File: config.mk
export PLATFORM = sky130hd
export DESIGN_NAME = source_text_tokenizer
export DESIGN_NICKNAME = d
export VERILOG_FILES = /design/src/stt_pkg.sv /design/src/stt_front.sv /design/src/stt_queue.sv /design/src/stt_back.sv /design/src/source_text_tokenizer.sv
export SDC_FILE = /design/constraint.sdc
export NUM_CORES = 1
export LEC_CHECK = 0
export BUFFER_PORTS_ARGS = -buffer_cell sky130_fd_sc_hd__buf_2
export CAP_MARGIN = 0
export CELL_PAD_IN_SITES_DETAIL_PLACEMENT = 1
export CELL_PAD_IN_SITES_GLOBAL_PLACEMENT = 2
export CORE_ASPECT_RATIO = 1.1
export CORE_UTILIZATION = 40
export DETAILED_ROUTE_END_ITERATION = 7
export HOLD_SLACK_MARGIN = 0.03
export PLACE_DENSITY_LB_ADDON = 0.1
export SKIP_LAST_GASP = 1
export SYNTH_ARGS = -nofsm -noshare
export SYNTH_HDL_FRONTEND = slang
export SYNTH_SLANG_ARGS = --single-unit
File: constraint.sdc
create_clock -name i_clk -period 10 [get_ports i_clk]
set_clock_uncertainty 0.05 [all_clocks]
set_input_delay 2.5 -clock i_clk [delete_from_list [all_inputs] [get_ports i_clk]]
set_output_delay 2.5 -clock i_clk [all_outputs]
set_load 0.05 [all_outputs]
File: src/stt_pkg.sv
// source text tokenizer package: request and result structs, queue entry,
// token kind and error codes shared by the front, queue, back and top level
// no dependencies
`default_nettype none

package stt_pkg;

    typedef struct packed {
        logic [7:0] ch;
        logic       end_of_input;
    } t_in;

    typedef struct packed {
        logic        result_kind;
        logic [7:0]  value_byte;
        logic [5:0]  token_kind;
        logic [2:0]  error_code;
        logic [31:0] begin_pos;
        logic [31:0] end_pos;
        logic        last;
    } t_out;

    // one or two results caused by a single request
    typedef struct packed {
        logic two;
        t_out r0;
        t_out r1;
    } t_qent;

    localparam logic RK_VALUE = 1'b0;
    localparam logic RK_TOKEN = 1'b1;

    localparam logic [5:0] K_EOF      = 6'd0;
    localparam logic [5:0] K_ID       = 6'd1;
    localparam logic [5:0] K_INT      = 6'd2;
    localparam logic [5:0] K_FLOAT    = 6'd3;
    localparam logic [5:0] K_STR      = 6'd4;
    localparam logic [5:0] K_ADD      = 6'd5;
    localparam logic [5:0] K_SUB      = 6'd6;
    localparam logic [5:0] K_MUL      = 6'd7;
    localparam logic [5:0] K_DIV      = 6'd8;
    localparam logic [5:0] K_CARET    = 6'd9;
    localparam logic [5:0] K_LPAREN   = 6'd10;
    localparam logic [5:0] K_RPAREN   = 6'd11;
    localparam logic [5:0] K_NEWLINE  = 6'd12;
    localparam logic [5:0] K_COMMA    = 6'd13;
    localparam logic [5:0] K_SEMI     = 6'd14;
    localparam logic [5:0] K_LSQB     = 6'd15;
    localparam logic [5:0] K_RSQB     = 6'd16;
    localparam logic [5:0] K_LCURLY   = 6'd17;
    localparam logic [5:0] K_RCURLY   = 6'd18;
    localparam logic [5:0] K_DOT      = 6'd19;
    localparam logic [5:0] K_COLON    = 6'd20;
    localparam logic [5:0] K_ASSIGN   = 6'd21;
    localparam logic [5:0] K_EQ       = 6'd22;
    localparam logic [5:0] K_NOT      = 6'd23;
    localparam logic [5:0] K_NE       = 6'd24;
    localparam logic [5:0] K_LT       = 6'd25;
    localparam logic [5:0] K_LE       = 6'd26;
    localparam logic [5:0] K_GT       = 6'd27;
    localparam logic [5:0] K_GE       = 6'd28;
    localparam logic [5:0] K_AND      = 6'd29;
    localparam logic [5:0] K_LAND     = 6'd30;
    localparam logic [5:0] K_OR       = 6'd31;
    localparam logic [5:0] K_LOR      = 6'd32;
    localparam logic [5:0] K_ARROW    = 6'd33;
    localparam logic [5:0] K_RANGE    = 6'd34;
    localparam logic [5:0] K_ELLIPSIS = 6'd35;
    localparam logic [5:0] K_ERR      = 6'd36;

    localparam logic [2:0] E_NONE     = 3'd0;
    localparam logic [2:0] E_BAD_CHAR = 3'd1;
    localparam logic [2:0] E_UNDERSC  = 3'd2;
    localparam logic [2:0] E_EXP_SIGN = 3'd3;
    localparam logic [2:0] E_UNCLOSED = 3'd4;
    localparam logic [2:0] E_ESCAPE   = 3'd5;

endpackage

`default_nettype wire

File: src/stt_front.sv
// tokenizer front end: lexer state machine, classifies each byte and
// pushes the one or two results it causes into the result queue
// depends on stt_pkg
`default_nettype none

module stt_front
    import stt_pkg::*;
#(
    parameter int POS_WIDTH = 32
) (
    input  wire logic i_clk,
    input  wire logic i_rst_n,
    input  wire logic i_valid,
    input  wire t_in  i_data,
    output logic      o_stall,
    input  wire logic i_full,
    output logic      o_push,
    output t_qent     o_push_data
);

    localparam logic [4:0] M_START      = 5'd0;
    localparam logic [4:0] M_COMMENT    = 5'd1;
    localparam logic [4:0] M_ID         = 5'd2;
    localparam logic [4:0] M_ID_US      = 5'd3;
    localparam logic [4:0] M_WHOLE      = 5'd4;
    localparam logic [4:0] M_FRAC_START = 5'd5;
    localparam logic [4:0] M_FRAC       = 5'd6;
    localparam logic [4:0] M_EXP_START  = 5'd7;
    localparam logic [4:0] M_EXP_SIGN   = 5'd8;
    localparam logic [4:0] M_EXP        = 5'd9;
    localparam logic [4:0] M_STR        = 5'd10;
    localparam logic [4:0] M_STR_ESC    = 5'd11;
    localparam logic [4:0] M_OP_EQ      = 5'd12;
    localparam logic [4:0] M_OP_NOT     = 5'd13;
    localparam logic [4:0] M_OP_LT      = 5'd14;
    localparam logic [4:0] M_OP_GT      = 5'd15;
    localparam logic [4:0] M_OP_AMP     = 5'd16;
    localparam logic [4:0] M_OP_BAR     = 5'd17;
    localparam logic [4:0] M_OP_MINUS   = 5'd18;
    localparam logic [4:0] M_DOT        = 5'd19;
    localparam logic [4:0] M_DOT2       = 5'd20;

    localparam logic [7:0] CH_HASH   = 8'h23;
    localparam logic [7:0] CH_US     = 8'h5f;
    localparam logic [7:0] CH_E      = 8'h65;
    localparam logic [7:0] CH_BSLASH = 8'h5c;
    localparam logic [7:0] CH_QUOTE  = 8'h22;
    localparam logic [7:0] CH_LF     = 8'h0a;
    localparam logic [7:0] CH_CR     = 8'h0d;
    localparam logic [7:0] CH_TAB    = 8'h09;

    logic [4:0]           r_mode, n_mode;
    logic [POS_WIDTH-1:0] r_pos, n_pos;
    logic [POS_WIDTH-1:0] r_tok, n_tok;
    logic                 r_flt, n_flt;
    logic [POS_WIDTH-1:0] w_p1;
    logic                 w_accept;

    function automatic t_out f_fin(input logic [5:0] tk, input logic [2:0] ec,
                                   input logic [POS_WIDTH-1:0] s,
                                   input logic [POS_WIDTH-1:0] e);
        t_out                 r;
        logic [POS_WIDTH-1:0] ee;
        logic [63:0]          ws;
        logic [63:0]          we;
        ee = (e == s) ? e + 1'b1 : e;
        ws = 64'(s);
        we = 64'(ee);
        r.result_kind = RK_TOKEN;
        r.value_byte  = 8'h00;
        r.token_kind  = tk;
        r.error_code  = ec;
        r.begin_pos   = ws[31:0];
        r.end_pos     = we[31:0];
        r.last        = 1'b0;
        return r;
    endfunction

    // value byte: end is the offset just after the byte
    function automatic t_out f_val(input logic [7:0] b, input logic [5:0] tk,
                                   input logic [POS_WIDTH-1:0] s,
                                   input logic [POS_WIDTH-1:0] e);
        t_out        r;
        logic [63:0] ws;
        logic [63:0] we;
        ws = 64'(s);
        we = 64'(e);
        r.result_kind = RK_VALUE;
        r.value_byte  = b;
        r.token_kind  = tk;
        r.error_code  = E_NONE;
        r.begin_pos   = ws[31:0];
        r.end_pos     = we[31:0];
        r.last        = 1'b0;
        return r;
    endfunction

    function automatic logic [7:0] f_op_second(input logic [4:0] m);
        logic [7:0] r;
        case (m)
            M_OP_AMP:   r = "&";
            M_OP_BAR:   r = "|";
            M_OP_MINUS: r = ">";
            default:    r = "=";
        endcase
        return r;
    endfunction

    function automatic logic [5:0] f_op_long(input logic [4:0] m);
        logic [5:0] r;
        case (m)
            M_OP_EQ:    r = K_EQ;
            M_OP_NOT:   r = K_NE;
            M_OP_LT:    r = K_LE;
            M_OP_GT:    r = K_GE;
            M_OP_AMP:   r = K_LAND;
            M_OP_BAR:   r = K_LOR;
            default:    r = K_ARROW;
        endcase
        return r;
    endfunction

    function automatic logic [5:0] f_op_short(input logic [4:0] m);
        logic [5:0] r;
        case (m)
            M_OP_EQ:    r = K_ASSIGN;
            M_OP_NOT:   r = K_NOT;
            M_OP_LT:    r = K_LT;
            M_OP_GT:    r = K_GT;
            M_OP_AMP:   r = K_AND;
            M_OP_BAR:   r = K_OR;
            default:    r = K_SUB;
        endcase
        return r;
    endfunction

    assign o_stall  = i_full;
    assign w_accept = i_valid && !i_full;
    assign w_p1     = r_pos + 1'b1;

    always_comb begin
        logic [7:0] c;
        logic       letter;
        logic       digit;
        logic [5:0] nk;
        logic [4:0] sb_mode;
        logic       sb_flt;
        logic       sb_v;
        t_out       sb_r;
        logic       a_v;
        t_out       a_r;
        logic       b_v;
        t_out       b_r;
        logic       go_start;
        t_qent      q;

        c      = i_data.ch;
        letter = (c inside {[8'h61:8'h7a], [8'h41:8'h5a], [8'h80:8'hff]});
        digit  = (c inside {[8'h30:8'h39]});
        nk     = r_flt ? K_FLOAT : K_INT;

        // byte handled in the start mode, token begins here
        sb_mode = M_START;
        sb_flt  = r_flt;
        sb_v    = 1'b0;
        sb_r    = f_fin(K_ERR, E_BAD_CHAR, r_pos, w_p1);
        case (c) inside
            "=": sb_mode = M_OP_EQ;
            "!": sb_mode = M_OP_NOT;
            "<": sb_mode = M_OP_LT;
            ">": sb_mode = M_OP_GT;
            "&": sb_mode = M_OP_AMP;
            "|": sb_mode = M_OP_BAR;
            "-": sb_mode = M_OP_MINUS;
            CH_HASH: sb_mode = M_COMMENT;
            [8'h61:8'h7a], [8'h41:8'h5a], [8'h80:8'hff]: begin
                sb_mode = M_ID;
                sb_v    = 1'b1;
                sb_r    = f_val(c, K_ID, r_pos, w_p1);
            end
            CH_US: begin
                sb_mode = M_ID_US;
                sb_v    = 1'b1;
                sb_r    = f_val(c, K_ID, r_pos, w_p1);
            end
            [8'h30:8'h39]: begin
                sb_mode = M_WHOLE;
                sb_flt  = 1'b0;
                sb_v    = 1'b1;
                sb_r    = f_val(c, K_INT, r_pos, w_p1);
            end
            CH_QUOTE: sb_mode = M_STR;
            ".": sb_mode = M_DOT;
            " ", CH_TAB: sb_v = 1'b0;
            "+":   begin sb_v = 1'b1; sb_r = f_fin(K_ADD, E_NONE, r_pos, w_p1);     end
            "*":   begin sb_v = 1'b1; sb_r = f_fin(K_MUL, E_NONE, r_pos, w_p1);     end
            "/":   begin sb_v = 1'b1; sb_r = f_fin(K_DIV, E_NONE, r_pos, w_p1);     end
            "^":   begin sb_v = 1'b1; sb_r = f_fin(K_CARET, E_NONE, r_pos, w_p1);   end
            "(":   begin sb_v = 1'b1; sb_r = f_fin(K_LPAREN, E_NONE, r_pos, w_p1);  end
            ")":   begin sb_v = 1'b1; sb_r = f_fin(K_RPAREN, E_NONE, r_pos, w_p1);  end
            CH_LF: begin sb_v = 1'b1; sb_r = f_fin(K_NEWLINE, E_NONE, r_pos, w_p1); end
            ",":   begin sb_v = 1'b1; sb_r = f_fin(K_COMMA, E_NONE, r_pos, w_p1);   end
            ";":   begin sb_v = 1'b1; sb_r = f_fin(K_SEMI, E_NONE, r_pos, w_p1);    end
            "[":   begin sb_v = 1'b1; sb_r = f_fin(K_LSQB, E_NONE, r_pos, w_p1);    end
            "]":   begin sb_v = 1'b1; sb_r = f_fin(K_RSQB, E_NONE, r_pos, w_p1);    end
            "{":   begin sb_v = 1'b1; sb_r = f_fin(K_LCURLY, E_NONE, r_pos, w_p1);  end
            "}":   begin sb_v = 1'b1; sb_r = f_fin(K_RCURLY, E_NONE, r_pos, w_p1);  end
            ":":   begin sb_v = 1'b1; sb_r = f_fin(K_COLON, E_NONE, r_pos, w_p1);   end
            default: sb_v = 1'b1;
        endcase

        n_mode   = r_mode;
        n_tok    = r_tok;
        n_flt    = r_flt;
        n_pos    = w_p1;
        a_v      = 1'b0;
        a_r      = f_val(c, K_ID, r_tok, w_p1);
        b_v      = 1'b0;
        b_r      = sb_r;
        go_start = 1'b0;

        if (i_data.end_of_input) begin
            // flush the pending token, then eof at the current offset
            n_pos = r_pos;
            a_v   = 1'b1;
            case (r_mode) inside
                M_ID, M_ID_US:      a_r = f_fin(K_ID, E_NONE, r_tok, r_pos);
                M_EXP_SIGN:         a_r = f_fin(K_ERR, E_EXP_SIGN, r_tok, r_pos);
                [M_WHOLE:M_EXP]:    a_r = f_fin(nk, E_NONE, r_tok, r_pos);
                M_STR, M_STR_ESC:   a_r = f_fin(K_ERR, E_UNCLOSED, r_tok, r_pos);
                [M_OP_EQ:M_OP_MINUS]:
                    a_r = f_fin(f_op_short(r_mode), E_NONE, r_tok, r_pos);
                M_DOT:              a_r = f_fin(K_DOT, E_NONE, r_tok, r_pos);
                M_DOT2:             a_r = f_fin(K_RANGE, E_NONE, r_tok, r_pos);
                default:            a_v = 1'b0;
            endcase
            n_mode = M_START;
            b_v    = 1'b1;
            b_r    = f_fin(K_EOF, E_NONE, r_pos, r_pos);
            b_r.end_pos = 32'(64'(w_p1));
        end else begin
            case (r_mode) inside
                M_COMMENT: go_start = (c == CH_LF);
                M_ID: begin
                    a_v = 1'b1;
                    if (letter || digit || c == CH_US) begin
                        a_r = f_val(c, K_ID, r_tok, w_p1);
                    end else begin
                        a_r      = f_fin(K_ID, E_NONE, r_tok, r_pos);
                        go_start = 1'b1;
                    end
                end
                M_ID_US: begin
                    a_v = 1'b1;
                    if (c == CH_US || digit) begin
                        a_r    = f_fin(K_ERR, E_UNDERSC, r_tok, w_p1);
                        n_mode = M_START;
                    end else if (letter) begin
                        n_mode = M_ID;
                        a_r    = f_val(c, K_ID, r_tok, w_p1);
                    end else begin
                        a_r      = f_fin(K_ID, E_NONE, r_tok, r_pos);
                        go_start = 1'b1;
                    end
                end
                M_WHOLE, M_FRAC_START, M_FRAC, M_EXP_START, M_EXP: begin
                    a_v = 1'b1;
                    if (digit) begin
                        if (r_mode == M_FRAC_START) begin
                            n_mode = M_FRAC;
                        end else if (r_mode == M_EXP_START) begin
                            n_mode = M_EXP;
                        end
                        a_r = f_val(c, nk, r_tok, w_p1);
                    end else if (r_mode == M_WHOLE && c == ".") begin
                        n_mode = M_FRAC_START;
                        n_flt  = 1'b1;
                        a_r    = f_val(c, K_FLOAT, r_tok, w_p1);
                    end else if ((r_mode == M_WHOLE || r_mode == M_FRAC) && c == CH_E) begin
                        n_mode = M_EXP_START;
                        n_flt  = 1'b1;
                        a_r    = f_val(c, K_FLOAT, r_tok, w_p1);
                    end else if (r_mode == M_EXP_START && (c == "+" || c == "-")) begin
                        n_mode = M_EXP_SIGN;
                        a_r    = f_val(c, K_FLOAT, r_tok, w_p1);
                    end else begin
                        a_r      = f_fin(nk, E_NONE, r_tok, r_pos);
                        go_start = 1'b1;
                    end
                end
                M_EXP_SIGN: begin
                    a_v = 1'b1;
                    if (digit) begin
                        n_mode = M_EXP;
                        a_r    = f_val(c, nk, r_tok, w_p1);
                    end else begin
                        a_r      = f_fin(K_ERR, E_EXP_SIGN, r_tok, r_pos);
                        go_start = 1'b1;
                    end
                end
                M_STR: begin
                    if (c == CH_BSLASH) begin
                        n_mode = M_STR_ESC;
                    end else if (c == CH_QUOTE) begin
                        a_v    = 1'b1;
                        a_r    = f_fin(K_STR, E_NONE, r_tok, w_p1);
                        n_mode = M_START;
                    end else begin
                        a_v = 1'b1;
                        a_r = f_val(c, K_STR, r_tok, w_p1);
                    end
                end
                M_STR_ESC: begin
                    a_v    = 1'b1;
                    n_mode = M_STR;
                    if (c == CH_BSLASH) begin
                        a_r = f_val(CH_BSLASH, K_STR, r_tok, w_p1);
                    end else if (c == "n") begin
                        a_r = f_val(CH_LF, K_STR, r_tok, w_p1);
                    end else if (c == "r") begin
                        a_r = f_val(CH_CR, K_STR, r_tok, w_p1);
                    end else begin
                        a_r    = f_fin(K_ERR, E_ESCAPE, r_tok, w_p1);
                        n_mode = M_START;
                    end
                end
                M_DOT: begin
                    if (c == ".") begin
                        n_mode = M_DOT2;
                    end else begin
                        a_v      = 1'b1;
                        a_r      = f_fin(K_DOT, E_NONE, r_tok, r_pos);
                        go_start = 1'b1;
                    end
                end
                M_DOT2: begin
                    a_v = 1'b1;
                    if (c == ".") begin
                        a_r    = f_fin(K_ELLIPSIS, E_NONE, r_tok, w_p1);
                        n_mode = M_START;
                    end else begin
                        a_r      = f_fin(K_RANGE, E_NONE, r_tok, r_pos);
                        go_start = 1'b1;
                    end
                end
                [M_OP_EQ:M_OP_MINUS]: begin
                    a_v = 1'b1;
                    if (c == f_op_second(r_mode)) begin
                        a_r    = f_fin(f_op_long(r_mode), E_NONE, r_tok, w_p1);
                        n_mode = M_START;
                    end else begin
                        a_r      = f_fin(f_op_short(r_mode), E_NONE, r_tok, r_pos);
                        go_start = 1'b1;
                    end
                end
                default: go_start = 1'b1;
            endcase

            // lookahead end: the byte is taken again in the start mode
            if (go_start) begin
                n_mode = sb_mode;
                n_tok  = r_pos;
                n_flt  = sb_flt;
                b_v    = sb_v;
            end
        end

        q.two = a_v && b_v;
        q.r0  = a_v ? a_r : b_r;
        q.r1  = b_r;
        q.r0.last = !(a_v && b_v);
        q.r1.last = 1'b1;
        o_push      = w_accept && (a_v || b_v);
        o_push_data = q;
    end

    always_ff @(posedge i_clk) begin
        if (!i_rst_n) begin
            r_mode <= M_START;
            r_pos  <= '0;
            r_tok  <= '0;
            r_flt  <= 1'b0;
        end else if (w_accept) begin
            r_mode <= n_mode;
            r_pos  <= n_pos;
            r_tok  <= n_tok;
            r_flt  <= n_flt;
        end
    end

endmodule

`default_nettype wire

File: src/stt_queue.sv
// small result queue between the tokenizer front and back ends
// one entry holds the results of one request; depends on stt_pkg
`default_nettype none

module stt_queue
    import stt_pkg::*;
#(
    parameter int DEPTH = 4
) (
    input  wire logic  i_clk,
    input  wire logic  i_rst_n,
    input  wire logic  i_push,
    input  wire t_qent i_push_data,
    output logic       o_full,
    input  wire logic  i_pop,
    output t_qent      o_head,
    output logic       o_empty
);

    localparam int AW = $clog2(DEPTH);
    localparam int CW = $clog2(DEPTH + 1);

    t_qent         r_mem [DEPTH];
    logic [AW-1:0] r_wr, r_rd;
    logic [CW-1:0] r_cnt;

    assign o_full  = (r_cnt == CW'(DEPTH));
    assign o_empty = (r_cnt == '0);
    assign o_head  = r_mem[r_rd];

    always_ff @(posedge i_clk) begin
        if (i_push) begin
            r_mem[r_wr] <= i_push_data;
        end
    end

    always_ff @(posedge i_clk) begin
        if (!i_rst_n) begin
            r_wr  <= '0;
            r_rd  <= '0;
            r_cnt <= '0;
        end else begin
            if (i_push) begin
                r_wr <= (r_wr == AW'(DEPTH - 1)) ? '0 : r_wr + 1'b1;
            end
            if (i_pop) begin
                r_rd <= (r_rd == AW'(DEPTH - 1)) ? '0 : r_rd + 1'b1;
            end
            if (i_push && !i_pop) begin
                r_cnt <= r_cnt + 1'b1;
            end else if (i_pop && !i_push) begin
                r_cnt <= r_cnt - 1'b1;
            end
        end
    end

endmodule

`default_nettype wire

File: src/stt_back.sv
// tokenizer back end: drains queue entries and sends their results out
// one per cycle while the output is not stalled, through an output register; depends on stt_pkg
`default_nettype none

module stt_back
    import stt_pkg::*;
(
    input  wire logic  i_clk,
    input  wire logic  i_rst_n,
    input  wire logic  i_empty,
    input  wire t_qent i_head,
    output logic       o_pop,
    output logic       o_valid,
    output t_out       o_data,
    input  wire logic  i_stall
);

    logic r_ov;
    t_out r_out;
    logic r_pv;
    t_out r_pend;
    logic w_free;

    assign w_free  = !r_ov || !i_stall;
    // second result of an entry goes out before the next entry is taken
    assign o_pop   = w_free && !r_pv && !i_empty;
    assign o_valid = r_ov;
    assign o_data  = r_out;

    always_ff @(posedge i_clk) begin
        if (w_free) begin
            if (r_pv) begin
                r_out <= r_pend;
            end else if (!i_empty) begin
                r_out  <= i_head.r0;
                r_pend <= i_head.r1;
            end
        end
    end

    always_ff @(posedge i_clk) begin
        if (!i_rst_n) begin
            r_ov <= 1'b0;
            r_pv <= 1'b0;
        end else if (w_free) begin
            if (r_pv) begin
                r_ov <= 1'b1;
                r_pv <= 1'b0;
            end else if (!i_empty) begin
                r_ov <= 1'b1;
                r_pv <= i_head.two;
            end else begin
                r_ov <= 1'b0;
            end
        end
    end

endmodule

`default_nettype wire

File: src/source_text_tokenizer.sv
// Streaming tokenizer: takes one source byte per request and gives value bytes and
// completed tokens with kind, error code and positions. A byte is taken every cycle
// while the result queue (QUEUE_DEPTH entries, one per byte that gives results) has
// room; each byte gives zero, one or two results, and the output register sends one
// result per cycle while i_stall is low, so the sustained byte rate is one per cycle
// for text that averages at most one result per byte and is otherwise set by the
// result count. A result passes through the queue memory and then the output register.
// Positions count in POS_WIDTH bits and show as their low 32 bits.
// Top level; depends on stt_pkg, stt_front, stt_queue and stt_back.
`default_nettype none

module source_text_tokenizer
    import stt_pkg::*;
#(
    parameter int POS_WIDTH   = 32,
    parameter int QUEUE_DEPTH = 4
) (
    input  wire logic i_clk,
    input  wire logic i_rst_n,
    input  wire logic i_valid,
    input  wire t_in  i_data,
    output logic      o_stall,
    output logic      o_valid,
    output t_out      o_data,
    input  wire logic i_stall
);

    logic  q_push;
    t_qent q_push_data;
    logic  q_full;
    logic  q_pop;
    t_qent q_head;
    logic  q_empty;

    stt_front #(
        .POS_WIDTH (POS_WIDTH)
    ) u_front (
        .i_clk       (i_clk),
        .i_rst_n     (i_rst_n),
        .i_valid     (i_valid),
        .i_data      (i_data),
        .o_stall     (o_stall),
        .i_full      (q_full),
        .o_push      (q_push),
        .o_push_data (q_push_data)
    );

    stt_queue #(
        .DEPTH (QUEUE_DEPTH)
    ) u_queue (
        .i_clk       (i_clk),
        .i_rst_n     (i_rst_n),
        .i_push      (q_push),
        .i_push_data (q_push_data),
        .o_full      (q_full),
        .i_pop       (q_pop),
        .o_head      (q_head),
        .o_empty     (q_empty)
    );

    stt_back u_back (
        .i_clk   (i_clk),
        .i_rst_n (i_rst_n),
        .i_empty (q_empty),
        .i_head  (q_head),
        .o_pop   (q_pop),
        .o_valid (o_valid),
        .o_data  (o_data),
        .i_stall (i_stall)
    );

    // no write into a full queue
    a_no_overflow: assert property (@(posedge i_clk) disable iff (!i_rst_n)
        q_full |-> !q_push)
        else $error("result queue written while full");

    // eof always closes the results of its request
    a_eof_last: assert property (@(posedge i_clk) disable iff (!i_rst_n)
        (o_valid && o_data.result_kind == RK_TOKEN && o_data.token_kind == K_EOF)
        |-> o_data.last)
        else $error("eof token not marked last");

    // a completed token always covers at least one byte
    a_token_span: assert property (@(posedge i_clk) disable iff (!i_rst_n)
        (o_valid && o_data.result_kind == RK_TOKEN) |-> (o_data.end_pos != o_data.begin_pos))
        else $error("token end equals token start");

    // value bytes never carry an error
    a_value_clean: assert property (@(posedge i_clk) disable iff (!i_rst_n)
        (o_valid && o_data.result_kind == RK_VALUE) |-> (o_data.error_code == E_NONE))
        else $error("value byte with error code");

endmodule

`default_nettype wire

After elaboration in Yosys (flattened, before gate mapping)
Memory sizes are Yosys's and may differ from the RTL's. A register that Yosys moved wholly into a read port is not among the register bits. Index checks and enable logic that the tools add are counted.

$add $sub $neg: 6. Bitwise gates (word level): 3. Multiplexer cells: 213. Reduce and logical (&&, ||, !) cells: 49. Equality and inequality tests: 83. $lt $le $gt $ge: 12.

Operator list (count): $mux W83 (56); $mux W74 (9); $mux W5 (41); $eq A8 B6 Y1 const B (18); $eq A32 B32 Y1 (3); $mux W32 (3); $eq A8 B7 Y1 const B (11); $mux W8 (11); $mux W1 (82); $mux W69 (1); $add A32 B1 Y32 const B (2); $eq A5 B4 Y1 const B (8); $pmux W6 S6 (1); $ne A2 B2 Y1 const B (15); $pmux W5 S6 (1); $eq A5 B5 Y1 const B (5); $pmux W7 S3 (1); $eq A5 B3 Y1 const B (4); $reduce_bool A10 Y1 (2); $reduce_and A19 Y1 (1); $ne A9 B5 Y1 const B (2); $eq A8 B4 Y1 const B (2); $ge A8 B7 Y1 const B (2); $le A8 B7 Y1 const B (2); other kinds (39) (83).

Memories: 1. Word-level logic and storage cells: 390. Memory bits (writable): 664. Output and inout bits: 85. Flip-flop bits (word level): 245.

Memory list: u_queue.r_mem (words 4, bits a word 166, rd ports 1, clocked after Yosys merged registers in 1, write ports 1, RTL line stt_queue.sv:23) `t_qent r_mem [DEPTH];`.

Longest topological paths before layout
Word-level depth: 34. Gate-level depth with buffers: 17. Depth with buffers taken out: 15.

Modules after synthesis
From an unflattened synthesis, not the netlist that was laid out.

Cells, all modules: 3521. Area, all modules: 45044.5 um^2.

Modules (own cells, without submodules): stt_queue (area an instance 24609.9 um^2, cells each 917, seq. area each 20239.4 um^2, instances 1); stt_front (area an instance 14342.5 um^2, cells each 2333, seq. area each 1401.3 um^2, instances 1); stt_back (area an instance 6092.1 um^2, cells each 271, seq. area each 5024.8 um^2, instances 1).

Worst setup path after synthesis
OpenSTA, ideal clock, no wires.

Path kind: input to register. Start point: input i_stall. End point: register u_queue.r_cnt[2]. Setup slack: -0.433 ns. Arrival time: 10.307 ns. Path buffers: 0. Setup time: 0.076 ns. Cell stages on the path: 8. Cells stage by stage: a211oi_1 inv_1 ha_1 inv_1 fa_1 xor2_1 or3_1 a21boi_0.

Cells in the longest elaborated chain, start to end: 7. Elaborated cells between the ends (all ways): 9. Those cells by class: mux: 1; reduce/logical: 8.

Ends and longest elaborated chain: start, declared (RTL line source_text_tokenizer.sv:25) `input wire logic i_stall`; $logic_not A1 Y1 (*) (RTL line stt_back.sv:24) `assign w_free = !r_ov || !i_stall;`; $logic_or A1 B1 Y1 (*) (RTL line stt_back.sv:24); $logic_and A1 B1 Y1 (*) (2 in a row) (RTL line stt_back.sv:26) `assign o_pop = w_free && !r_pv && !i_empty;`; $logic_not A1 Y1 (RTL line stt_queue.sv:49) `if (i_push && !i_pop) begin`; $logic_and A1 B1 Y1 (RTL line stt_queue.sv:49); $mux W3 / $reduce_bool A2 Y1 (equally long branches); end signal, assigned (RTL line stt_queue.sv:50) `r_cnt <= r_cnt + 1'b1;`; end signal, assigned (RTL line stt_queue.sv:52) `r_cnt <= r_cnt - 1'b1;`; end, declared (RTL line stt_queue.sv:25) `logic [CW-1:0] r_cnt;`.

Mark *: on every way between the ends. The rest lies on a longest branch, timed or not. A chain may end at the register's enable or synchronous reset.

==> flow_summary.yaml <==
worst_setup_path:
  critical_path.max_fanout: 18
  highest_delay_cell_along_the_critical_path: "sky130_fd_sc_hd__dfxtp_1"
  setup.worst_path.end_class: "flop"
  cp.required_ps: 10290
  ff2ff_path_depth: 11
  critical_path_arrival_ps: 7660
  reg2reg_to: "u_queue.r_mem[2][107]"
  critical_path_source: "u_front.r_pos[2]"
  crit_end: "u_queue.r_mem[2][107]"
  r2r-start: "u_front.r_pos[2]"
  rrSetupSlack_ps: 2620
  critical-path-max-stage-delay_ps: 1100
  worstSetupStartpointType: "flop"
  critPathKind: "reg2reg"
  crit_chain: "nand3_1, nor2_1, nand4_1, xnor2_1, a2111oi_4, and2_1, and4_1, nand4_1, xnor2_1, a21oi_1, o31ai_1"
global_routing:
  grt_use_met3: 0.0545
  globalRouteTotalUtil: 0.320
  groute.layer.met1.usage: 0.464
  grt_max_degree: 103
  top_usage_layer: "met2"
  globalRouteMet2Util: 0.473
  grt_overflow_total: 0
  grt_first_pass_wirelength_microns: 260000
  antenna_found_initial: 11
  grt_pass1_vias: 34600
cts:
  cts_htree_levels: 3
  clk_pin_slew_ps: 70
  max-clock-path-buffers: 3
  cts-root-buf: "sky130_fd_sc_hd__clkbuf_16"
  post_cts.resized_instances: 0
  postCtsHoldBufs: 0
  cts_tree: "built"
  cts.sink_count: 895
  worstSkewPairLatency_ps: 750
  cts-buffers-inserted: 91
  cts.repair_timing.setup_buffer_count: 0
status:
  status: "finished with violations"
  violations: "capacitance limit, slew limit"
timing:
  setup-tns-final_ps: 0
  setup_viol: 0
  post-route-period-util: 0.738
  timing.hold.ws_ps: 452
  timing.max_slew.rel_slack: -0.00895
  timing.fmax_mhz: 136
  final_count_of_hold_timing_violations: 0
  tightest_slew_ps: 1510
  final_number_of_max_transition_violations: 8
  finalCriticalPeriod_ps: 7380
  grt_setup_unrepaired: "false"
drt:
  detail_route.vias_per_cell: 6.42
  route.antenna.remaining_nets: 0
  drt-initial-drc-count: 3679
  totalWireLength_microns: 183000
  route.detailed.drc: 0
  route.vias.total: 34000
  detail_route.wl_per_cell_microns: 34.6
  drt_pass1_iterations: 5
place:
  place.port_buffers: 97
  dp.final_hpwl_microns: 125000
  gp_congestion: 0.979
die:
  die_area_sq_um: 114000
  dieWidth_microns: 322
  dieHeight_microns: 354
  coreArea_sq_um: 111000
  fp-row-count: 128
  ios: 98
  start_util: 0.405
synth:
  post_synth_edffs: 814
  postSynth.topFlopCell: "sky130_fd_sc_hd__edfxtp_1"
  post_synth.cell_area_avg_sq_um: 12.3
  number_of_warnings_reported_in_the_yosys_synthesis_log: 0
  synth_cell_types: 103
  post_synth_instance_area_sq_um: 45100
  synthesized_instance_count: 3665
  asyncSetResetFlopFracSynth: 0
  syn-num-nets: 3687
  ys_seq_elements: 895
  synth.yosys.seq_area_share: 0.578
finish:
  final_common_cell: "sky130_fd_sc_hd__edfxtp_1"
  synthToLayoutAreaGrowth_pct: 12.1
  drive_gt1_frac: 0.184
  most-common-layout-cells: "814 x sky130_fd_sc_hd__edfxtp_1, 405 x sky130_fd_sc_hd__nand2_1, 231 x sky130_fd_sc_hd__nor2_1, 211 x sky130_fd_sc_hd__o21ai_0, 198 x sky130_fd_sc_hd__a21oi_1"
  nets: 3737
run:
  max_cap_viol_count: 1
pwr:
  cellPowerDensity_nw_per_um2: 231
  power.leakage_uw: 0.0166
  max-vdd-ir-drop_mv: 0.202
worst_hold_path:
  timing.hold.worst.class: "reg2reg"
-- worst min path at each step --
stage                            startpoint                   end  cells past startpoint
after global routing      u_front.r_tok[13]     u_front.r_tok[13]                      2
after global placement    u_front.r_tok[24]     u_front.r_tok[24]                      2
after CTS                 u_front.r_tok[13]     u_front.r_tok[13]                      2
final                     u_front.r_tok[13]     u_front.r_tok[13]                      2
after floorplan            u_front.r_pos[6]  u_queue.r_mem[0][38]                      0
after detailed placement  u_front.r_tok[13]     u_front.r_tok[13]                      2
-- cell type report --
type                            count  area, sq um
Fill cell                       11400        60700
Sequential cell                   895        26100
Multi-Input combinational cell   2432        17900
Clock buffer                      111         2370
Tap cell                         1495         1870
Timing Repair Buffer              239         1640
Clock inverter                     58          524
Inverter                           56          210
Antenna cell                        6         15.0
-- flip-flops by register name, indices dropped and copies added (netlist names), 2 cells and up, named ones only --
| register | flops |
|---|---|
| u_front.r_tok | 32 |
| u_front.r_mode | 5 |
| u_queue.r_cnt | 3 |
| u_queue.r_mem | 652 |
| u_queue.r_wr | 2 |
| u_back.r_pend | 79 |
| u_queue.r_rd | 2 |
| u_front.r_pos | 32 |
| u_back.o_data | 83 |
-- cell families after synthesis --
family	share of synthesized area
mux	0.105
simple gates	0.123
flops	0.578
xor+xnor	0.0361
fa+ha+maj	0.00311
buf+inv	0.0291
compound gates	0.126
-- worst max-delay path, delay by kind of cell, from the launching register on --
kind | cells | cell delay, ps
flip-flops | 1 | 1100
AO/OA/AOI/OAI | 3 | 1410
AND/OR/NAND/NOR | 6 | 3810
XOR/XNOR | 2 | 570
-- metal layers --
layer	wire length, microns	up-vias	part of all wire
li1	-	14300	-
met1	81800	17800	0.45
met2	80000	1494	0.44
met3	13200	345	0.072
met4	7860	4	0.043
met5	34	-	0.00019
-- synthesized netlist by cell type, drive strengths merged, types with 41 or more instances --
cell / number / area [sq um]
dfxtp: 81 / 1620
xor2: 45 / 402
a31oi: 41 / 257
a21oi: 200 / 1000
a21boi: 57 / 428
nor4: 42 / 390
edfxtp: 814 / 24400
clkbuf: 218 / 818
nor3: 61 / 305
and2: 45 / 282
nand2: 409 / 1540
nand4: 62 / 415
nor2: 237 / 892
nand3: 90 / 480
o21ai: 216 / 1080
mux4: 163 / 3670
xnor2: 126 / 1110
mux2: 81 / 916
buf: 64 / 287
-- power by group --
part	total [uW]	switching [uW]	internal, uW
clock	3300	1480	1810
sequential	5190	255	4940
combinational	3180	2140	1040
total	11700	3880	7790
-- stage by stage --
| step | power [uW] | area, sq um | instances | util | worst slack (ps) |
|---|---|---|---|---|---|
| after floorplan | 7450 | 45100 | 3665 | - | 753 |
| after global placement | 8420 | 47700 | 5117 | 0.428 | 2300 |
| after detailed placement | 8500 | 47700 | 5117 | 0.428 | 2110 |
| after CTS | 11800 | 50600 | 5286 | 0.454 | 2830 |
| after global routing | 12100 | 50600 | 5287 | 0.454 | 2390 |
| final | 11700 | 50600 | 5292 | 0.455 | 2620 |
No activity file was read; power rests on OpenSTA's default activity.
